**src/design/spmv_ram.sv**
```systemverilog
// Generic simple dual-port RAM with one write port and a registered read port.
module spmv_ram #(
    parameter int WIDTH = 16,
    parameter int DEPTH = 16,
    localparam int AW = (DEPTH > 1) ? $clog2(DEPTH) : 1
) (
    input  logic             i_clk,
    input  logic             i_we,
    input  logic [AW-1:0]    i_waddr,
    input  logic [WIDTH-1:0] i_wdata,
    input  logic             i_re,
    input  logic [AW-1:0]    i_raddr,
    output logic [WIDTH-1:0] o_rdata
);

    logic [WIDTH-1:0] r_mem [DEPTH];
    logic [WIDTH-1:0] r_rdata;

    always_ff @(posedge i_clk) begin
        if (i_we) begin
            r_mem[i_waddr] <= i_wdata;
        end
        if (i_re) begin
            r_rdata <= r_mem[i_raddr];
        end
    end

    assign o_rdata = r_rdata;

endmodule

```
**config.mk**
```make
export PLATFORM = sky130hd
export DESIGN_NAME = spmv_ram
export DESIGN_NICKNAME = d
export VERILOG_FILES = /design/src/design/spmv_ram.sv
export SDC_FILE = /design/constraint.sdc
export NUM_CORES = 1
export LEC_CHECK = 0
export CORE_MARGIN = 1.5
export CORE_UTILIZATION = 67
export DETAILED_ROUTE_END_ITERATION = 16
export DONT_BUFFER_PORTS = 1
export PLACE_DENSITY = 0.89
export SKIP_LAST_GASP = 1
export SLEW_MARGIN = 30
export SYNTH_ARGS = -nofsm -noshare
export SYNTH_HDL_FRONTEND = slang
export SYNTH_SLANG_ARGS = --single-unit
export TNS_END_PERCENT = 20
```
**constraint.sdc**
```tcl
create_clock -name i_clk -period 4.85 [get_ports i_clk]
set_input_delay 0.485 -clock i_clk [delete_from_list [all_inputs] [get_ports i_clk]]
set_output_delay 0.485 -clock i_clk [all_outputs]
set_load 0.05 [all_outputs]
```
==> flow_summary.toml, run 1 <==
[global_routing]
grt_pass1_wl_um = 33200
grt_max_degree = 65
grt_pass1_vias = 4865
grt_antenna_before_repair = 1
grt-ovfl-total = 0
grt_usage_pct = 30.0

[critical_path]
crit_fanout = 1
crit_type = "reg -> reg"
worst_ep_required_time_ps = 5100
slowest_stage = "mux4_2"
cp_num_buf_inv = 0
start_kind = "flop"
crit_family = "multiplexers"
path_cells = "mux4_2 > a22oi_1 > nand2_1"
worstPathArrival_ps = 1970
crit_path_max_incr_delay_ps = 540
end_kind = "flop"

[clock_network]
cts_setup_buffers = 0
h-tree-depth = 1
cts-hold-fix-buffers = 0
clk_pin_slew_ps = 70
cts_buffers = 26
clock_latency_ps = 520
cts-root-buf = "clkbuf_16"
cts_tree = "yes"
numClockSinks = 272
clockBufferDepth = 3
post_cts_resize_count = 0

[floorplanning]
core_area_sq_um = 14700
start_util_pct = 69.4
die_w_um = 126
ios = 43
die-area_sq_um = 16000
chipHeight_um = 126
rows = 44

[pwr]
vdd_drop_max_mv = 0.341
power.static_leakage_nw = 3.52
power.total_mw = 4.81
power_density_nw_per_um2 = 427

[synth]
synth_warnings = 0
ys_types = 18
synth_seq_area_share_pct = 80.0
avgSynthCellArea_sq_um = 23.6
syn_area_sq_um = 10200
synthCells = 432
syn_nets = 459
synth_seq_cells = 272

[detailed_routing]
routed_wl_um = 22900
drtAntennaViolNets = 0
vias_per_cell = 7.62
route.vias.total = 4925
first_pass_iters = 5
avgRoutedWirePerCell_um = 35.4
drcViolationCount = 0
first_iter_violations = 756

[timing]
period_share_pct = 35.6
slew_viol_final = 0
max_freq_mhz = 579
rsz0062_at_grt = "no"
worst_slack_ps = 3120
max_slew_margin_pct = 36.5
setup-violations-final = 0
hold_viol = 0
worst_pin_slew_ps = 951
post-route-min-period_ps = 1730
skew_ps = 16.1
fin_setup_tns_ps = 0

[placed_design]
preCtsSetupSlack_ps = 2650
placed_area_sq_um = 10400
gp_congestion = 0.797
place.port_buffers = 0
dp_hpwl_um = 12400

[finish]
post-route-util_pct = 76.5
layout_common_cells = "272 x edfxtp_1, 54 x mux4_2, 32 x a22oi_1, 27 x clkbuf_16, 17 x nand2_1"
final_common_cell = "edfxtp_1"
final_layout_size_suffix_gt1_share_pct = 23.9
fillCellCount = 694
final_nets = 471
final_area_sq_um = 11200
syn2layout_area_growth_pct = 10.2

[run]
drv_cap = 0

[min_path]
holdCritPathClass = "in -> reg"

[outcome]
status = "complete, no violations"
==> area by class of cell <==
cell class,instances,area (sq um),area share [%]
diodes,1,2.50,0.0222
multi-input cells,139,2000,17.8
well taps,184,230,2.05
flip-flops and latches,272,8170,72.6
clock inverters,10,98.8,0.879
repair buffers,5,37.5,0.334
clock buffers,35,706,6.27
==> cell usage after synthesis (all sizes together) <==
cell type    n  share of area (%)
nand2       17               0.63
and2         1              0.061
a22oi       32                2.4
edfxtp     272                 80
nand2b       2               0.12
nor2b        2               0.12
nor3         4               0.20
nand3b       2               0.15
clkbuf       8               0.29
or3b         1              0.086
buf         13               0.92
nand3        1              0.049
mux4        64                 14
nor2        13               0.48
==> power breakdown <==
group | switching, mW | internal [mW] | total, mW
Combinational | 0.0769 | 0.0751 | 0.152
Sequential | 0.0604 | 2.65 | 2.71
Clock | 0.822 | 1.12 | 1.94
Total | 0.959 | 3.85 | 4.81
==> metrics by stage <==
step	instances	hold WS, ps
6_report	646	54.7
5_1_grt	645	41.8
4_1_cts	645	45.5
3_5_place_dp	600	585
3_3_place_gp	600	585
2_1_floorplan	432	584
==> metal layers <==
layer | track usage [%] | part of all wire, %
met1 | 42.3 | 36
met5 | 0 | 0
met4 | 10.3 | 3.7
met3 | 6.03 | 11
met2 | 48.4 | 50
==> path summary, 6_finish.rpt <==
| check | start | to | slack (ps) | cells past startpoint |
|---|---|---|---|---|
| max | r_mem[7][13]$_DFFE_PP_ | o_rdata[13]$_DFFE_PP_ | 3120 | 3 |
| min | i_wdata[0] | r_mem[15][0]$_DFFE_PP_ | 50 | 0 |
| max reg2reg | r_mem[7][13]$_DFFE_PP_ | o_rdata[13]$_DFFE_PP_ | 3120 | 3 |
| min reg2reg | r_mem[0][1]$_DFFE_PP_ | o_rdata[1]$_DFFE_PP_ | 770 | 3 |
==> state kept, by name, summed over array words and instances, names as in the netlist <==
| signal | cells |
|---|---|
| o_rdata | 16 |
| r_mem | 256 |
==> kinds of logic after synthesis <==
kind of cell	Yosys count	share of synthesized area, %
AOI/OAI and AO/OA	32	2.35
buffers and inverters	21	1.21
DFF	272	80.0
muxes	64	14.5
and+or+nand+nor	43	1.89
Power figures use the tool's default switching activity.
==> run 2: changes to the inputs <==
--- a/config.mk
+++ b/config.mk
@@ -6,10 +6,10 @@
 export NUM_CORES = 1
 export LEC_CHECK = 0
 export CORE_MARGIN = 1.5
-export CORE_UTILIZATION = 67
+export CORE_UTILIZATION = 63
 export DETAILED_ROUTE_END_ITERATION = 16
 export DONT_BUFFER_PORTS = 1
-export PLACE_DENSITY = 0.89
+export PLACE_DENSITY = 0.85
 export SKIP_LAST_GASP = 1
 export SLEW_MARGIN = 30
 export SYNTH_ARGS = -nofsm -noshare
==> constraint.sdc (replaced) <==
create_clock -name i_clk -period 1.7 [get_ports i_clk]
set_input_delay 0.17 -clock i_clk [delete_from_list [all_inputs] [get_ports i_clk]]
set_output_delay 0.17 -clock i_clk [all_outputs]
set_load 0.05 [all_outputs]
==> run 2 against run 1 <==
Effect of this change: global-route usage shrank 2.8 points; worst setup slack lost 3000 ps; die area grew 6.2%; clock skew grew 0.75 ps; sequential share of layout area shrank 2.3 points; worst hold slack lost 23 ps; sequential cell count is the same; cell count grew 9.8%; combinational power grew to 3.6 times the previous value; clock power grew to 2.8 times the previous value; critical endpoint is now o_rdata[10]$_DFFE_PP_; largest cell class unchanged; via count shrank 2.8%; count of clock-buffer cells in the layout shrank 5.
==> flow_summary.toml, run 2 (same netlist as run 1, synthesis figures left out) <==
[critical_path]
crit_fanout = 1
worst_ep_required_time_ps = 1960
worstPathArrival_ps = 1850
path_cells = "mux4_1 > a22oi_1 > nand2_1"
crit_type = "reg -> reg"
end_kind = "flop"
start_kind = "flop"
cp_num_buf_inv = 0
r2r_cells = 3
crit_family = "multiplexers"
slowest_stage = "mux4_1"
crit_cells = 3
crit_path_max_incr_delay_ps = 560

[placed_design]
place.port_buffers = 0
gp_congestion = 0.722
dp_cells = 649
dp_hpwl_um = 10800

[pwr]
vdd_drop_max_mv = 0.831
power.total_mw = 13.7
comb_power_share_pct = 3.9
power.internal_mw = 11.0
power.static_leakage_nw = 3.70
clkPwrFrac_pct = 39.7
power_switching_mw = 2.75
switching_share_pct = 20.0
power_frac_seq_pct = 56.3
power_density_nw_per_um2 = 1180

[global_routing]
grt_antenna_before_repair = 0
grt_pass1_wl_um = 31700
grt-ovfl-total = 0
grt_usage_pct = 27.1
grt_pass1_vias = 5058
grt_max_degree = 65

[finish]
fin_cells = 709
largest_register_ffs = 256
syn2layout_area_growth_pct = 13.8
fillCellCount = 823
final_layout_size_suffix_gt1_share_pct = 26.0
final_common_cell = "edfxtp_1"
final_nets = 507
n_antenna_cell = 0
layout_common_cells = "272 x edfxtp_1, 54 x mux4_2, 32 x a22oi_1, 27 x clkbuf_16, 18 x dlygate4sd3_1"
multiInputGateArea_sq_um = 1970
post-route-util_pct = 73.4
regMostFlops = "r_mem"
seqCellArea_sq_um = 8170

[clock_network]
clock_latency_ps = 530
clk_pin_slew_ps = 60
cts-hold-fix-buffers = 19
cts-root-buf = "clkbuf_16"
cts_tree = "yes"
cts_setup_buffers = 0
post_cts_resize_count = 0
numClockSinks = 272
clockBufferDepth = 3
h-tree-depth = 1
cts_buffers = 26

[timing]
slew_viol_final = 0
worst_pin_slew_ps = 896
setup-violations-final = 0
period_share_pct = 93.7
max_slew_margin_pct = 40.3
max_freq_mhz = 628
hold_ws_ps = 31.9
skew_ps = 16.9
rsz0062_at_grt = "no"
hold_viol = 0
post-route-min-period_ps = 1590

[floorplanning]
start_util_pct = 64.5
ios = 43
die-area_sq_um = 17000
core_area_sq_um = 15800
die_w_um = 130
chipHeight_um = 130
rows = 46

[detailed_routing]
drcViolationCount = 0
route.vias.total = 4788
vias_per_cell = 6.75
first_iter_violations = 649
drtAntennaViolNets = 0
avgRoutedWirePerCell_um = 30.6
first_pass_iters = 5
routed_wl_um = 21700

[min_path]
hold_depth = 2
holdCritPathClass = "in -> reg"

[outcome]
status = "complete, no violations"

[run]
drv_cap = 0
## run 2: cell count changes in the layout (fill, tap and decap cells not counted), moves of 5 or more
cell           delta
buf_12            +5
nor2_2            +6
nor2_4            -6
dlygate4sd3_1    +18
buf_4            +12
clkbuf_1          -5
## run 2: worst paths after layout
check,start,to,slack [ps]
worst max register to register,r_mem[0][10]$_DFFE_PP_,o_rdata[10]$_DFFE_PP_,110
worst min register to register,r_mem[14][15]$_DFFE_PP_,o_rdata[15]$_DFFE_PP_,740
worst max-delay path,r_mem[0][10]$_DFFE_PP_,o_rdata[10]$_DFFE_PP_,110
worst min-delay path,i_waddr[1],r_mem[8][8]$_DFFE_PP_,30
## run 2: through the flow
step                      instance area, sq um  setup WS [ps]  setup TNS [ps]
after floorplan                          10200           -224          -10980
final                                    11600            108               0
after CTS                                11600           72.4               0
after detailed placement                 10600            215               0
after global routing                     11600           19.0               0
after global placement                   10600            290               0
## run 2: power groups by stage
| stage | Combinational (mW) | Clock [mW] | Sequential, mW |
|---|---|---|---|
| after floorplan | 0.367 | 0 | 7.84 |
| after CTS | 0.538 | 5.50 | 7.73 |
| after global placement | 0.390 | 0 | 7.85 |
| after detailed placement | 0.407 | 0 | 7.87 |
| final | 0.540 | 5.45 | 7.73 |
| after global routing | 0.574 | 5.73 | 7.74 |
## run 2: layout make-up
type	count	share of cell area, %
well taps	216	2.33
clock inverters	11	0.894
flip-flops and latches	272	70.4
clock buffers	30	5.92
repair buffers	41	3.56
multi-input cells	139	17.0
## run 2: routing by layer
layer / global-route usage, % / part of all wire [%]
met3: 6.97 / 11
met1: 37.3 / 36
met4: 9.28 / 3.1
met5: 0 / 0
met2: 43.5 / 50
## run 2: worst register-to-register path, cell delays in order, from the launching register on
cell	delay, ps
edfxtp_1	400
mux4_1	560
a22oi_1	260
nand2_1	110
==> run 3: changes to the inputs <==
--- a/config.mk
+++ b/config.mk
@@ -9,7 +9,8 @@
 export CORE_UTILIZATION = 63
 export DETAILED_ROUTE_END_ITERATION = 16
 export DONT_BUFFER_PORTS = 1
-export PLACE_DENSITY = 0.85
+export MAX_ROUTING_LAYER = met4
+export PLACE_DENSITY = 0.83
 export SKIP_LAST_GASP = 1
 export SLEW_MARGIN = 30
 export SYNTH_ARGS = -nofsm -noshare
==> run 3 against run 2 <==
Effect of this change: count of clock-buffer cells in the layout increased by 3; global-route usage decreased by 0.23 points; die area unchanged; critical endpoint is now o_rdata[2]$_DFFE_PP_; largest cell class unchanged; largest power group unchanged; highest routed layer unchanged.
==> flow_summary.toml, run 3 (same netlist as run 1, synthesis figures left out) <==
[outcome]
status = "complete, no violations"

[floorplanning]
die-area_sq_um = 17000
die_w_um = 130
ios = 43
chipHeight_um = 130
rows = 46
start_util_pct = 64.5
core_area_sq_um = 15800

[run]
drv_cap = 0

[clock_network]
cts_tree = "yes"
clock_latency_ps = 520
cts_buffers = 26
cts-root-buf = "clkbuf_16"
post_cts_resize_count = 0
clk_pin_slew_ps = 60
numClockSinks = 272
cts_setup_buffers = 0
clockBufferDepth = 3
h-tree-depth = 1

[finish]
final_common_cell = "edfxtp_1"
final_layout_size_suffix_gt1_share_pct = 26.1
largest_register_ffs = 256
seqCellArea_sq_um = 8170
multiInputGateArea_sq_um = 1970
fillCellCount = 833
final_area_sq_um = 11700
n_antenna_cell = 0
regMostFlops = "r_mem"
final_nets = 506
layout_common_cells = "272 x edfxtp_1, 54 x mux4_2, 32 x a22oi_1, 27 x clkbuf_16, 18 x dlygate4sd3_1"
syn2layout_area_growth_pct = 14.4
fin_cells = 714

[placed_design]
dp_hpwl_um = 10600
placed_area_sq_um = 10600
place.port_buffers = 0
dp_cells = 648
gp_congestion = 0.743
preCtsSetupSlack_ps = 217

[pwr]
vdd_drop_max_mv = 0.927
power_switching_mw = 2.79
clkPwrFrac_pct = 41.5
power.total_mw = 14.1
power.static_leakage_nw = 3.73
power_density_nw_per_um2 = 1210
power_frac_seq_pct = 54.8
comb_power_share_pct = 3.7
power.internal_mw = 11.3
switching_share_pct = 19.8

[critical_path]
crit_type = "reg -> reg"
crit_family = "multiplexers"
crit_path_max_incr_delay_ps = 540
worst_ep_required_time_ps = 1970
cp_num_buf_inv = 0
slowest_stage = "mux4_2"
start_kind = "flop"
worstPathArrival_ps = 1840
path_cells = "mux4_2 > a22oi_1 > nand2_1"
end_kind = "flop"
crit_fanout = 1

[global_routing]
grt_max_degree = 65
grt_pass1_wl_um = 30600
grt_antenna_before_repair = 0
grt_usage_pct = 26.9
grt-ovfl-total = 0
grt_pass1_vias = 4937

[detailed_routing]
first_iter_violations = 501
vias_per_cell = 6.59
route.vias.total = 4708
routed_wl_um = 20900
avgRoutedWirePerCell_um = 29.3
drtAntennaViolNets = 0
first_pass_iters = 4
drcViolationCount = 0

[timing]
skew_ps = 11.6
rsz0062_at_grt = "no"
max_freq_mhz = 636
hold_viol = 0
setup-violations-final = 0
worst_pin_slew_ps = 918
period_share_pct = 92.5
max_slew_margin_pct = 38.8
slew_viol_final = 0
worst_slack_ps = 127
post-route-min-period_ps = 1570

[min_path]
holdCritPathClass = "in -> reg"
run 3: final timing paths:
kind                     startpoint                    end  slack [ps]  cells after the start
min                      i_waddr[1]  r_mem[8][5]$_DFFE_PP_          20                      2
min reg2reg  r_mem[14][7]$_DFFE_PP_   o_rdata[7]$_DFFE_PP_         750                      3
max           r_mem[3][2]$_DFFE_PP_   o_rdata[2]$_DFFE_PP_         130                      3
max reg2reg   r_mem[3][2]$_DFFE_PP_   o_rdata[2]$_DFFE_PP_         130                      3
run 3: layout make-up:
cell class,instances,area share [%]
Timing Repair Buffer,40,3.47
Clock buffer,33,5.98
Multi-Input combinational cell,139,16.9
Tap cell,216,2.31
Sequential cell,272,69.9
Clock inverter,14,1.44
run 3: timing repair:
action / CTS / global route
setup endpoints to repair: 0 / 0
hold buffers: 19 / 0
endpoints found under the hold margin: 280 / 0
run 3: power by group through the flow:
stage / clock network (mW) / logic, mW / registers (mW)
after floorplan: 0 / 0.367 / 7.84
after global placement: 0 / 0.391 / 7.85
after detailed placement: 0 / 0.404 / 7.87
after CTS: 5.92 / 0.529 / 7.73
after global routing: 6.18 / 0.557 / 7.73
final: 5.85 / 0.524 / 7.73
run 3: stage by stage:
step	TNS (ps)	utilization (%)	hold WS, ps
2_1_floorplan	-10980	-	269
3_3_place_gp	0	67.1	270
3_5_place_dp	0	67.1	269
4_1_cts	0	73.8	13.4
5_1_grt	0	73.8	7.70
6_report	0	73.8	22.4
run 3: per-layer routing:
layer  wire length [um]  GRT usage [%]  vias to the layer above
met5                  0              -                        -
met4                485           7.32                        0
met3               1660           4.63                       37
met2              10900           43.9                      258
met1               7900           35.9                     2469
li1                   -              -                     1944
