## config.mk

```make
export PLATFORM = sky130hd
export DESIGN_NAME = spmv_mac
export DESIGN_NICKNAME = d
export VERILOG_FILES = /design/src/design/spmv_pkg.sv /design/src/design/spmv_mac.sv
export SDC_FILE = /design/constraint.sdc
export NUM_CORES = 1
export LEC_CHECK = 0
export BUFFER_PORTS_ARGS = -buffer_cell sky130_fd_sc_hd__buf_2
export CELL_PAD_IN_SITES_DETAIL_PLACEMENT = 1
export CELL_PAD_IN_SITES_GLOBAL_PLACEMENT = 2
export CORE_ASPECT_RATIO = 0.75
export CORE_UTILIZATION = 44
export CTS_CLUSTER_SIZE = 28
export DETAILED_ROUTE_END_ITERATION = 8
export GPL_TIMING_DRIVEN = 0
export HOLD_SLACK_MARGIN = 0.03
export PLACE_DENSITY_LB_ADDON = 0.1
export SYNTH_ARGS = -nofsm -noshare
export SYNTH_HDL_FRONTEND = slang
export SYNTH_SLANG_ARGS = --single-unit
```

## constraint.sdc

```tcl
create_clock -name i_clk -period 15.85 [get_ports i_clk]
set_input_delay 0.7925 -clock i_clk [delete_from_list [all_inputs] [get_ports i_clk]]
set_output_delay 0.7925 -clock i_clk [all_outputs]
set_load 0.005 [all_outputs]
```

## src/design/spmv_pkg.sv

```systemverilog
// Shared types and constants of the CSR sparse matrix-vector multiply core.
package spmv_pkg;

    localparam int FUNC_W      = 2;
    localparam int SLOT_W      = 8;
    localparam int PTR_W       = 9;
    localparam int COL_W       = 4;
    localparam int VAL_W       = 16;
    localparam int ROW_W       = 4;
    localparam int SUM_W       = 48;
    localparam int PROD_W      = 2 * VAL_W;
    localparam int ROW_COUNT_W = 5;

    localparam logic [ROW_COUNT_W-1:0] ROW_COUNT_RESET = 5'd4;

    localparam logic signed [SUM_W-1:0] SUM_MAX = {1'b0, {(SUM_W-1){1'b1}}};
    localparam logic signed [SUM_W-1:0] SUM_MIN = {1'b1, {(SUM_W-1){1'b0}}};

    typedef enum logic [FUNC_W-1:0] {
        FUNC_LOAD_PTR = 2'd0,
        FUNC_LOAD_NZ  = 2'd1,
        FUNC_LOAD_VEC = 2'd2,
        FUNC_COMPUTE  = 2'd3
    } t_func;

    typedef struct packed {
        logic [FUNC_W-1:0]       func;
        logic [SLOT_W-1:0]       slot;
        logic [PTR_W-1:0]        row_start;
        logic [COL_W-1:0]        column;
        logic signed [VAL_W-1:0] data_value;
    } t_request;

    typedef struct packed {
        logic [ROW_W-1:0]        row;
        logic signed [SUM_W-1:0] sum;
        logic                    last;
    } t_result;

    // Controls from the sequencer into the multiply-accumulate pipe.
    typedef struct packed {
        logic clear;     // zero the accumulator for a new row
        logic nz_valid;  // nonzero read data is valid this cycle
        logic in_range;  // its column addresses a real vector element
    } t_mac_ctl;

endpackage

```

## src/design/spmv_mac.sv

```systemverilog
// Multiply-accumulate pipe: value x vector product, then saturating Q32.16 sum.
module spmv_mac import spmv_pkg::*; (
    input  logic                    i_clk,
    input  logic                    i_rst_n,
    input  t_mac_ctl                i_ctl,
    input  logic signed [VAL_W-1:0] i_value,
    input  logic signed [VAL_W-1:0] i_vec,
    output logic signed [SUM_W-1:0] o_sum,
    output logic                    o_pending
);

    logic                     r_v2;
    logic                     r_v3;
    logic                     r_inr2;
    logic signed [VAL_W-1:0]  r_val2;
    logic signed [PROD_W-1:0] r_prod3;
    logic signed [SUM_W-1:0]  r_acc;

    logic signed [PROD_W-1:0] n_prod3;
    logic signed [SUM_W:0]    sum_wide;
    logic signed [SUM_W-1:0]  n_acc;

    always_comb begin
        if (r_inr2) begin
            n_prod3 = r_val2 * i_vec;
        end else begin
            n_prod3 = '0;
        end
    end

    // one extra bit catches overflow past either rail
    always_comb begin
        sum_wide = (SUM_W+1)'(r_acc) + (SUM_W+1)'(r_prod3);
        if (sum_wide[SUM_W] != sum_wide[SUM_W-1]) begin
            n_acc = sum_wide[SUM_W] ? SUM_MIN : SUM_MAX;
        end else begin
            n_acc = sum_wide[SUM_W-1:0];
        end
    end

    always_ff @(posedge i_clk) begin
        if (!i_rst_n) begin
            r_v2 <= 1'b0;
            r_v3 <= 1'b0;
        end else begin
            r_v2 <= i_ctl.nz_valid;
            r_v3 <= r_v2;
        end
    end

    always_ff @(posedge i_clk) begin
        r_val2  <= i_value;
        r_inr2  <= i_ctl.in_range;
        r_prod3 <= n_prod3;
        if (i_ctl.clear) begin
            r_acc <= '0;
        end else if (r_v3) begin
            r_acc <= n_acc;
        end
    end

    assign o_sum     = r_acc;
    assign o_pending = r_v2 | r_v3;

endmodule

```

==> results of run 1 <==
-- Yosys cell counts, types with 5 or more instances --
master	instances	area, µm²
maj3_1	22	220.2
nand2_1	154	578.1
o21ai_0	32	160.2
nand3_1	17	85.08
a21o_1	37	277.8
o21a_1	7	52.55
inv_1	309	1160
buf_4	6	45.04
nand2b_1	15	93.84
o211ai_1	11	82.58
xnor2_1	40	350.3
and3_1	8	50.05
a21oi_1	74	370.4
o21bai_1	13	97.59
or2_2	5	31.28
fa_1	263	5265
a31oi_1	12	75.07
and2_1	136	850.8
nor3_1	15	75.07
nor2_1	116	435.4
ha_1	130	1627
a211oi_1	51	382.9
maj3_2	23	259.0
nand4_1	10	62.56
xor2_1	34	297.8
clkbuf_1	59	221.5
nor2b_1	6	37.54
dfxtp_1	99	1982
buf_2	5	25.02
-- sequential cells by signal, summed over array words and instances (netlist names) --
signal / count
r_prod3: 32
r_val2: 16
r_v2: 1
r_inr2: 1
o_sum: 48
r_v3: 1
-- worst min-delay path by stage --
stage                          start   endpoint  slack (ns)  depth (start not counted)
after floorplan                 r_v2       r_v3        0.42                          1
after global placement          r_v2       r_v3        0.47                          1
after detailed placement        r_v2       r_v3        0.47                          1
after global routing        i_ctl[0]     r_inr2        0.48                          1
after CTS                 i_value[7]  r_val2[7]        0.49                          1
final                           r_v2       r_v3        0.50                          1
-- area by class of cell --
class	instances	area (µm²)
buffer	75	326.6
clock inverter	7	58.81
multi-input combinational	1302	12480
clock buffer	9	225.2
fill	4189	17990
tap	457	571.8
antenna	1	2.502
inverter	309	1160
timing repair buffer	84	420.4
sequential	99	1982
-- metal layers --
layer  vias to the layer above  track usage  routed length, µm
met5                         -            0                  0
met2                       243       0.4003              20780
met1                      6544       0.4208              24780
li1                       5910            -                  -
met3                        35      0.05028               2336
met4                         0      0.03895                511
-- per-stage QoR --
stage | std cells | area, µm²
after floorplan | 1785 | 15950
after global placement | 2326 | 16940
after detailed placement | 2326 | 16940
after CTS | 2342 | 17220
after global routing | 2342 | 17220
final | 2343 | 17230
-- logic make-up (layout without fill, tap and decap cells) --
| logic type | count (synthesis) | after routing | synth area share |
|---|---|---|---|
| AOI/OAI and AO/OA | 289 | 289 | 0.1256 |
| xor gates and xnor gates | 74 | 74 | 0.04064 |
| adders and majority gates | 438 | 438 | 0.4622 |
| buffers and inverters | 384 | 484 | 0.09321 |
| DFF | 99 | 99 | 0.1243 |
| muxes | 4 | 4 | 0.002511 |
| other | 0 | 1 | 0 |
| and+or+nand+nor | 497 | 497 | 0.1515 |
==> run_results.csv, run 1 <==
group,metric,value,unit
sta,worst_pin_slew,1.023,ns
finish,fin_nets,2310,
floorplan,initial_core_util,0.4529,
finish,drive_above_1_share,0.08700,
critical_path,cp.required,16.17,ns
critical_path,slowest_stage,"dfxtp_1",
place,dp_hpwl,40860,µm
drt,vias_per_cell,5.434,
finish,final_cell_mix,"inv_1, fa_1, nand2_1",
grt,grt_max_degree,19,
floorplan,die_w,221.8,µm
synth,yosysWarnings,0,
clock_network,ctsResizeCount,0,
finish,final_common_cell,"inv_1",
place,gp_congestion,0.9004,
sta,setup_viol,0,
drt,ant_nets,0,
grt,grt_pass1_vias,13540,
clock_network,h-tree-depth,3,
synth,synthArstFlopShare,0,
grt,grt_pass1_wl,77270,µm
run_status,status,"complete, no violations",
sta,hold_viol,0,
sta,setup_ws,8.478,ns
critical_path,crit_path_max_incr_delay,0.71,ns
place,port-buffer-count,84,
clock_network,cts_tree,"yes",
clock_network,ctsRootBufferMaster,"clkbuf_16",
critical_path,end_kind,"flip-flop",
synth,synthesis.area,0.01595,mm²
synth,syn_avg_cell_area,8.934,µm²
critical_path,startpoint_type,"flip-flop",
clock_network,cts_sinks,99,
sta,fin_skew,0.01862,ns
clock_network,numCtsBuffers,9,
grt,antenna_found_initial,2,
clock_network,clock_latency,0.38,ns
critical_path,r2r-start,"r_val2[7]",
critical_path,cp.depth,24,
sta,max_freq,0.1356,GHz
sta,relSlewSlack,0.3168,
floorplan,ios,86,
critical_path,reg2reg_to,"r_prod3[31]",
worst_hold_path,hold_class,"flip-flop to flip-flop",
clock_network,cts_setup_buffers,0,
critical_path,crit_path_start,"r_val2[7]",
sta,slew_violations,0,
clock_network,clk_pin_slew,0.09,ns
floorplan,die_area,0.03702,mm²
critical_path,cp-endpoint,"r_prod3[31]",
synth,ys_seq_elements,99,
drt,route.vias.total,12730,
floorplan,core,0.03521,mm²
floorplan,rows,59,
drt,wl_per_cell,20.66,µm
clock_network,ctsLongestPathBuffers,2,
clock_network,postCtsHoldBufs,0,
sta,fin_crit_sh,0.4651,
critical_path,crit_fanout,10,
floorplan,die_h,166.9,µm
drt,dr.pass1.iters,6,
critical_path,cp_cell_sequence,"clkbuf_1, nand2_1, fa_1, inv_1, fa_1, inv_1, fa_1, inv_1, fa_1, fa_1, inv_1, fa_1, inv_1, ha_1, a21oi_1, o21ai_0, a21o_1, a21oi_1, o21ai_0, a41o_1, a221o_2, a311o_1, a211o_1, nand3_1",
critical_path,r2r_slack,8.48,ns
finish,finish.utilization,0.4892,
grt,grt_use_total,0.2724,
run,maxCapViolations,0,
finish,syn_to_final_growth,8.019,%
sta,setup_tns,0,ns
critical_path,worst-path-buf-inv,6,
synth,ys_seq_area_frac,0.1243,
critical_path,critical_path.most_common_cell,"fa_1",
synth,syn_nets,2215,
sta,whs,0.5004,ns
critical_path,worstRegToRegCells,24,
grt,grt_overflow_total,0,
drt,finalWirelength,48410,µm
synth,synth_edf_count,0,
synth,netlist_instances,1785,
sta,rsz0062_at_grt,"no",
synth,ys.flop_type,"dfxtp_1",
place,pre_cts_ws,8.254,ns
critical_path,crit_family,"adder cells",
sta,finalCriticalPeriod,7.372,ns
critical_path,timing_worst_setup_path_type,"flip-flop to flip-flop",
drt,drc,0,
critical_path,crit_arrival,7.69,ns
drt,drt_iter0_drc,755,
synth,yosysUniqueCellTypes,74,
Power of run 1 is not shown: default switching activity piles up to over one toggle a cycle in this logic, so the estimate is an artifact.
==> run 2: changes to the inputs <==
CORE_UTILIZATION = 40   (was 44)
clock period = 7.7 ns   (was 15.85 ns; I/O delays follow)
==> run_results.csv, run 2 (synthesized netlist as in run 1, its figures left out) <==
group,metric,value,unit
run_status,status,"complete, no violations",
worst_hold_path,hold_class,"input pin to flip-flop",
critical_path,timing_worst_setup_path_type,"flip-flop to flip-flop",
place,dp_hpwl,41000,µm
drt,drc,0,
clock_network,clock_latency,0.39,ns
drt,vias_per_cell,5.278,
finish,num_antenna_cells,0,
grt,grt_pass1_vias,13510,
floorplan,core,0.03879,mm²
drt,route.vias.total,12650,
clock_network,cts_setup_buffers,0,
critical_path,crit_arrival,7.68,ns
sta,fin_crit_sh,0.9541,
drt,dr.pass1.iters,5,
clock_network,cts_tree,"yes",
run,maxCapViolations,0,
sta,setup_tns,0,ns
grt,grt_max_degree,18,
finish,syn_to_final_growth,8.756,%
critical_path,cp_cell_sequence,"clkbuf_1, nand2_1, fa_1, inv_1, fa_1, inv_1, fa_1, inv_1, fa_1, fa_1, inv_1, fa_1, inv_1, ha_1, a21oi_1, o21ai_0, a21o_1, a21oi_1, o21ai_0, a41o_1, a221o_2, a311o_1, a211o_1, nand3_1",
grt,grt_use_total,0.2516,
critical_path,crit_fanout,10,
sta,worst_pin_slew,0.9820,ns
floorplan,die_w,232.6,µm
floorplan,rows,62,
clock_network,h-tree-depth,3,
critical_path,startpoint_type,"flip-flop",
clock_network,ctsRootBufferMaster,"clkbuf_16",
grt,grt_pass1_wl,77430,µm
floorplan,initial_core_util,0.4111,
critical_path,cp.required,8.03,ns
sta,hold_viol,0,
finish,largest_reg_flops,48,
clock_network,ctsResizeCount,0,
floorplan,die_h,174.9,µm
grt,antenna_found_initial,5,
clock_network,postCtsHoldBufs,0,
sta,setup_viol,0,
critical_path,slowest_stage,"dfxtp_1",
sta,rsz0062_at_grt,"no",
place,port-buffer-count,84,
drt,wl_per_cell,20.21,µm
finish,drive_above_1_share,0.08700,
place,gp_congestion,0.8546,
sta,fin_skew,0.01443,ns
grt,grt_overflow_total,0,
drt,drt_iter0_drc,741,
finish,final_cell_mix,"inv_1, fa_1, nand2_1",
sta,relSlewSlack,0.3444,
sta,finalCriticalPeriod,7.347,ns
finish,final_common_cell,"inv_1",
clock_network,ctsLongestPathBuffers,2,
critical_path,crit_path_max_incr_delay,0.68,ns
critical_path,critical_path.most_common_cell,"fa_1",
drt,ant_nets,0,
finish,fin_nets,2310,
sta,max_freq,0.1361,GHz
drt,finalWirelength,48450,µm
sta,slew_violations,0,
floorplan,die_area,0.04068,mm²
floorplan,ios,86,
critical_path,end_kind,"flip-flop",
clock_network,clk_pin_slew,0.08,ns
clock_network,cts_sinks,99,
clock_network,numCtsBuffers,9,
==> run 2: cell types whose count changed in the layout (fill, tap and decap cells not counted), sizes merged <==
cell,previous run,this run
inv,313,310
diode,1,0
clkinv,3,2
clkbuf,69,71
bufinv,0,2
==> run 2: metal layers <==
| layer | share of wire | track usage | vias to the layer above |
|---|---|---|---|
| li1 | - | - | 5902 |
| met1 | 0.52 | 0.4001 | 6507 |
| met2 | 0.42 | 0.3558 | 208 |
| met3 | 0.045 | 0.03949 | 34 |
| met4 | 0.013 | 0.04521 | 0 |
| met5 | 0 | 0 | - |
==> run 2: stage by stage <==
step	instance area (µm²)	hold slack (ns)	util	cells	worst slack, ns
after floorplan	15950	0.4127	-	1785	1.492
after global placement	17010	0.4718	0.4385	2381	0.4073
after detailed placement	17010	0.4889	0.4385	2381	0.3948
after CTS	17340	0.06346	0.4471	2397	0.3660
after global routing	17340	0.06918	0.4471	2397	0.02207
final	17340	0.08682	0.4471	2397	0.3533
==> run 2: layout make-up <==
| class | count | area, µm² |
|---|---|---|
| fill | 4616 | 21440 |
| timing repair buffer | 84 | 420.4 |
| clock buffer | 11 | 252.7 |
| sequential | 99 | 1982 |
| inverter | 309 | 1160 |
| multi-input combinational | 1302 | 12480 |
| buffer | 75 | 326.6 |
| clock inverter | 5 | 82.58 |
| tap | 512 | 640.6 |
==> run 2: critical path: cells and delay by family (launching register included) <==
kind,cells,cell delay (ns)
adders and majority gates,7,3.44
AOI/OAI and AO/OA,9,2.05
buffers and inverters,6,0.84
DFF,1,0.68
and+or+nand+nor,2,0.25
==> run 2: path summary, 6_finish.rpt <==
kind                            slack (ns)     endpoint  depth (start not counted)        start
worst max register to register        0.35  r_prod3[31]                         24    r_val2[7]
worst min-delay path                  0.09   r_val2[12]                          1  i_value[12]
worst max-delay path                  0.35  r_prod3[31]                         24    r_val2[7]
worst min register to register        0.51         r_v3                          1         r_v2
Power of run 2 is left out for the same reason.
==> run 3: changes to the inputs <==
RECOVER_POWER = 25   (was unset)
==> run_results.csv, run 3 (synthesized netlist as in run 1, its figures left out) <==
group,metric,value,unit
critical_path,crit_path_max_incr_delay,0.68,ns
drt,vias_per_cell,5.290,
sta,setup_viol,0,
floorplan,die_h,174.9,µm
clock_network,ctsResizeCount,0,
sta,slew_violations,0,
clock_network,cts_setup_buffers,0,
drt,finalWirelength,48470,µm
run_status,status,"complete, no violations",
clock_network,h-tree-depth,3,
critical_path,slowest_stage,"dfxtp_1",
sta,hold_viol,0,
sta,fin_crit_sh,0.9541,
floorplan,core,0.03879,mm²
finish,num_antenna_cells,0,
drt,wl_per_cell,20.22,µm
clock_network,cts_sinks,99,
run,maxCapViolations,0,
clock_network,numCtsBuffers,9,
floorplan,ios,86,
clock_network,clk_pin_slew,0.08,ns
drt,drc,0,
drt,dr.pass1.iters,5,
sta,max_freq,0.1361,GHz
finish,fin_nets,2310,
clock_network,ctsLongestPathBuffers,2,
place,dp_hpwl,41000,µm
finish,final_common_cell,"inv_1",
grt,grt_pass1_vias,13510,
sta,finalCriticalPeriod,7.346,ns
critical_path,critical_path.most_common_cell,"fa_1",
floorplan,die_area,0.04068,mm²
critical_path,worst-path-buf-inv,6,
critical_path,crit_fanout,10,
critical_path,crit_arrival,7.68,ns
sta,setup_tns,0,ns
drt,ant_nets,0,
clock_network,ctsRootBufferMaster,"clkbuf_16",
grt,antenna_found_initial,5,
floorplan,die_w,232.6,µm
clock_network,postCtsHoldBufs,0,
worst_hold_path,hold_class,"input pin to flip-flop",
sta,relSlewSlack,0.3522,
critical_path,cp_cell_sequence,"clkbuf_1, nand2_1, fa_1, inv_1, fa_1, inv_1, fa_1, inv_1, fa_1, fa_1, inv_1, fa_1, inv_1, ha_1, a21oi_1, o21ai_0, a21o_1, a21oi_1, o21ai_0, a41o_1, a221o_2, a311o_1, a211o_1, nand3_1",
critical_path,end_kind,"flip-flop",
floorplan,initial_core_util,0.4111,
critical_path,crit_family,"adder cells",
critical_path,startpoint_type,"flip-flop",
grt,grt_overflow_total,0,
sta,worst_pin_slew,0.9704,ns
critical_path,cp.required,8.03,ns
finish,syn_to_final_growth,8.717,%
clock_network,clock_latency,0.39,ns
drt,drt_iter0_drc,745,
grt,grt_use_total,0.2516,
finish,drive_above_1_share,0.08435,
floorplan,rows,62,
clock_network,cts_tree,"yes",
finish,largest_reg_flops,48,
drt,dr_wl_met2,20200,µm
grt,grt_max_degree,18,
drt,wl_met3,2254,µm
place,port-buffer-count,84,
critical_path,timing_worst_setup_path_type,"flip-flop to flip-flop",
drt,wl_met1,25390,µm
place,gp_congestion,0.8546,
sta,fin_skew,0.01671,ns
sta,rsz0062_at_grt,"no",
grt,grt_pass1_wl,77430,µm
drt,highest_layer,"met4",
finish,final_cell_mix,"inv_1, fa_1, nand2_1",
drt,route.vias.total,12680,
-- run 3: changes by cell type in the layout (fill, tap and decap cells not counted) --
| cell | before | now |
|---|---|---|
| clkbuf_1 | 59 | 63 |
| and2_0 | 0 | 1 |
| buf_2 | 89 | 84 |
| buf_1 | 2 | 3 |
| and2_1 | 136 | 135 |
-- run 3: layout make-up --
class,count,area (µm²)
Timing Repair Buffer,84,414.1
Sequential cell,99,1982
Fill cell,4617,21450
Tap cell,512,640.6
Inverter,309,1160
Buffer,75,326.6
Clock inverter,5,82.58
Clock buffer,11,252.7
Multi-Input combinational cell,1302,12480
-- run 3: layer usage --
layer  GRT usage  vias to the layer above
met5           0                        -
met4     0.04521                        0
met3     0.03949                       34
met2      0.3558                      217
met1      0.4001                     6529
li1            -                     5899
-- run 3: worst paths after layout --
path | start | end | depth (start not counted) | slack [ns]
setup / recovery | r_val2[7] | r_prod3[31] | 24 | 0.35
hold / removal | i_value[12] | r_val2[12] | 1 | 0.09
setup reg to reg | r_val2[7] | r_prod3[31] | 24 | 0.35
hold reg to reg | r_v2 | r_v3 | 1 | 0.51
-- run 3: worst register-to-register path: stages (launching register included) --
cell,delay (ns)
dfxtp_1,0.68
clkbuf_1,0.58
nand2_1,0.18
fa_1,0.57
inv_1,0.05
fa_1,0.50
inv_1,0.06
fa_1,0.53
inv_1,0.05
fa_1,0.45
fa_1,0.49
inv_1,0.05
fa_1,0.52
inv_1,0.06
ha_1,0.39
a21oi_1,0.16
o21ai_0,0.09
a21o_1,0.19
a21oi_1,0.12
o21ai_0,0.08
a41o_1,0.27
a221o_2,0.41
a311o_1,0.42
a211o_1,0.31
nand3_1,0.08
-- run 3: metrics by stage --
step / area (µm²) / std cells / worst slack, ns / hold slack [ns] / util
floorplan: 15950 / 1785 / 1.492 / 0.4127 / -
global placement: 17010 / 2381 / 0.4073 / 0.4718 / 0.4385
detailed placement: 17010 / 2381 / 0.3948 / 0.4889 / 0.4385
CTS: 17340 / 2397 / 0.3660 / 0.06346 / 0.4471
global route: 17340 / 2397 / 0.02207 / 0.06918 / 0.4470
finish: 17340 / 2397 / 0.3537 / 0.08599 / 0.4470
Power of run 3 is left out for the same reason.
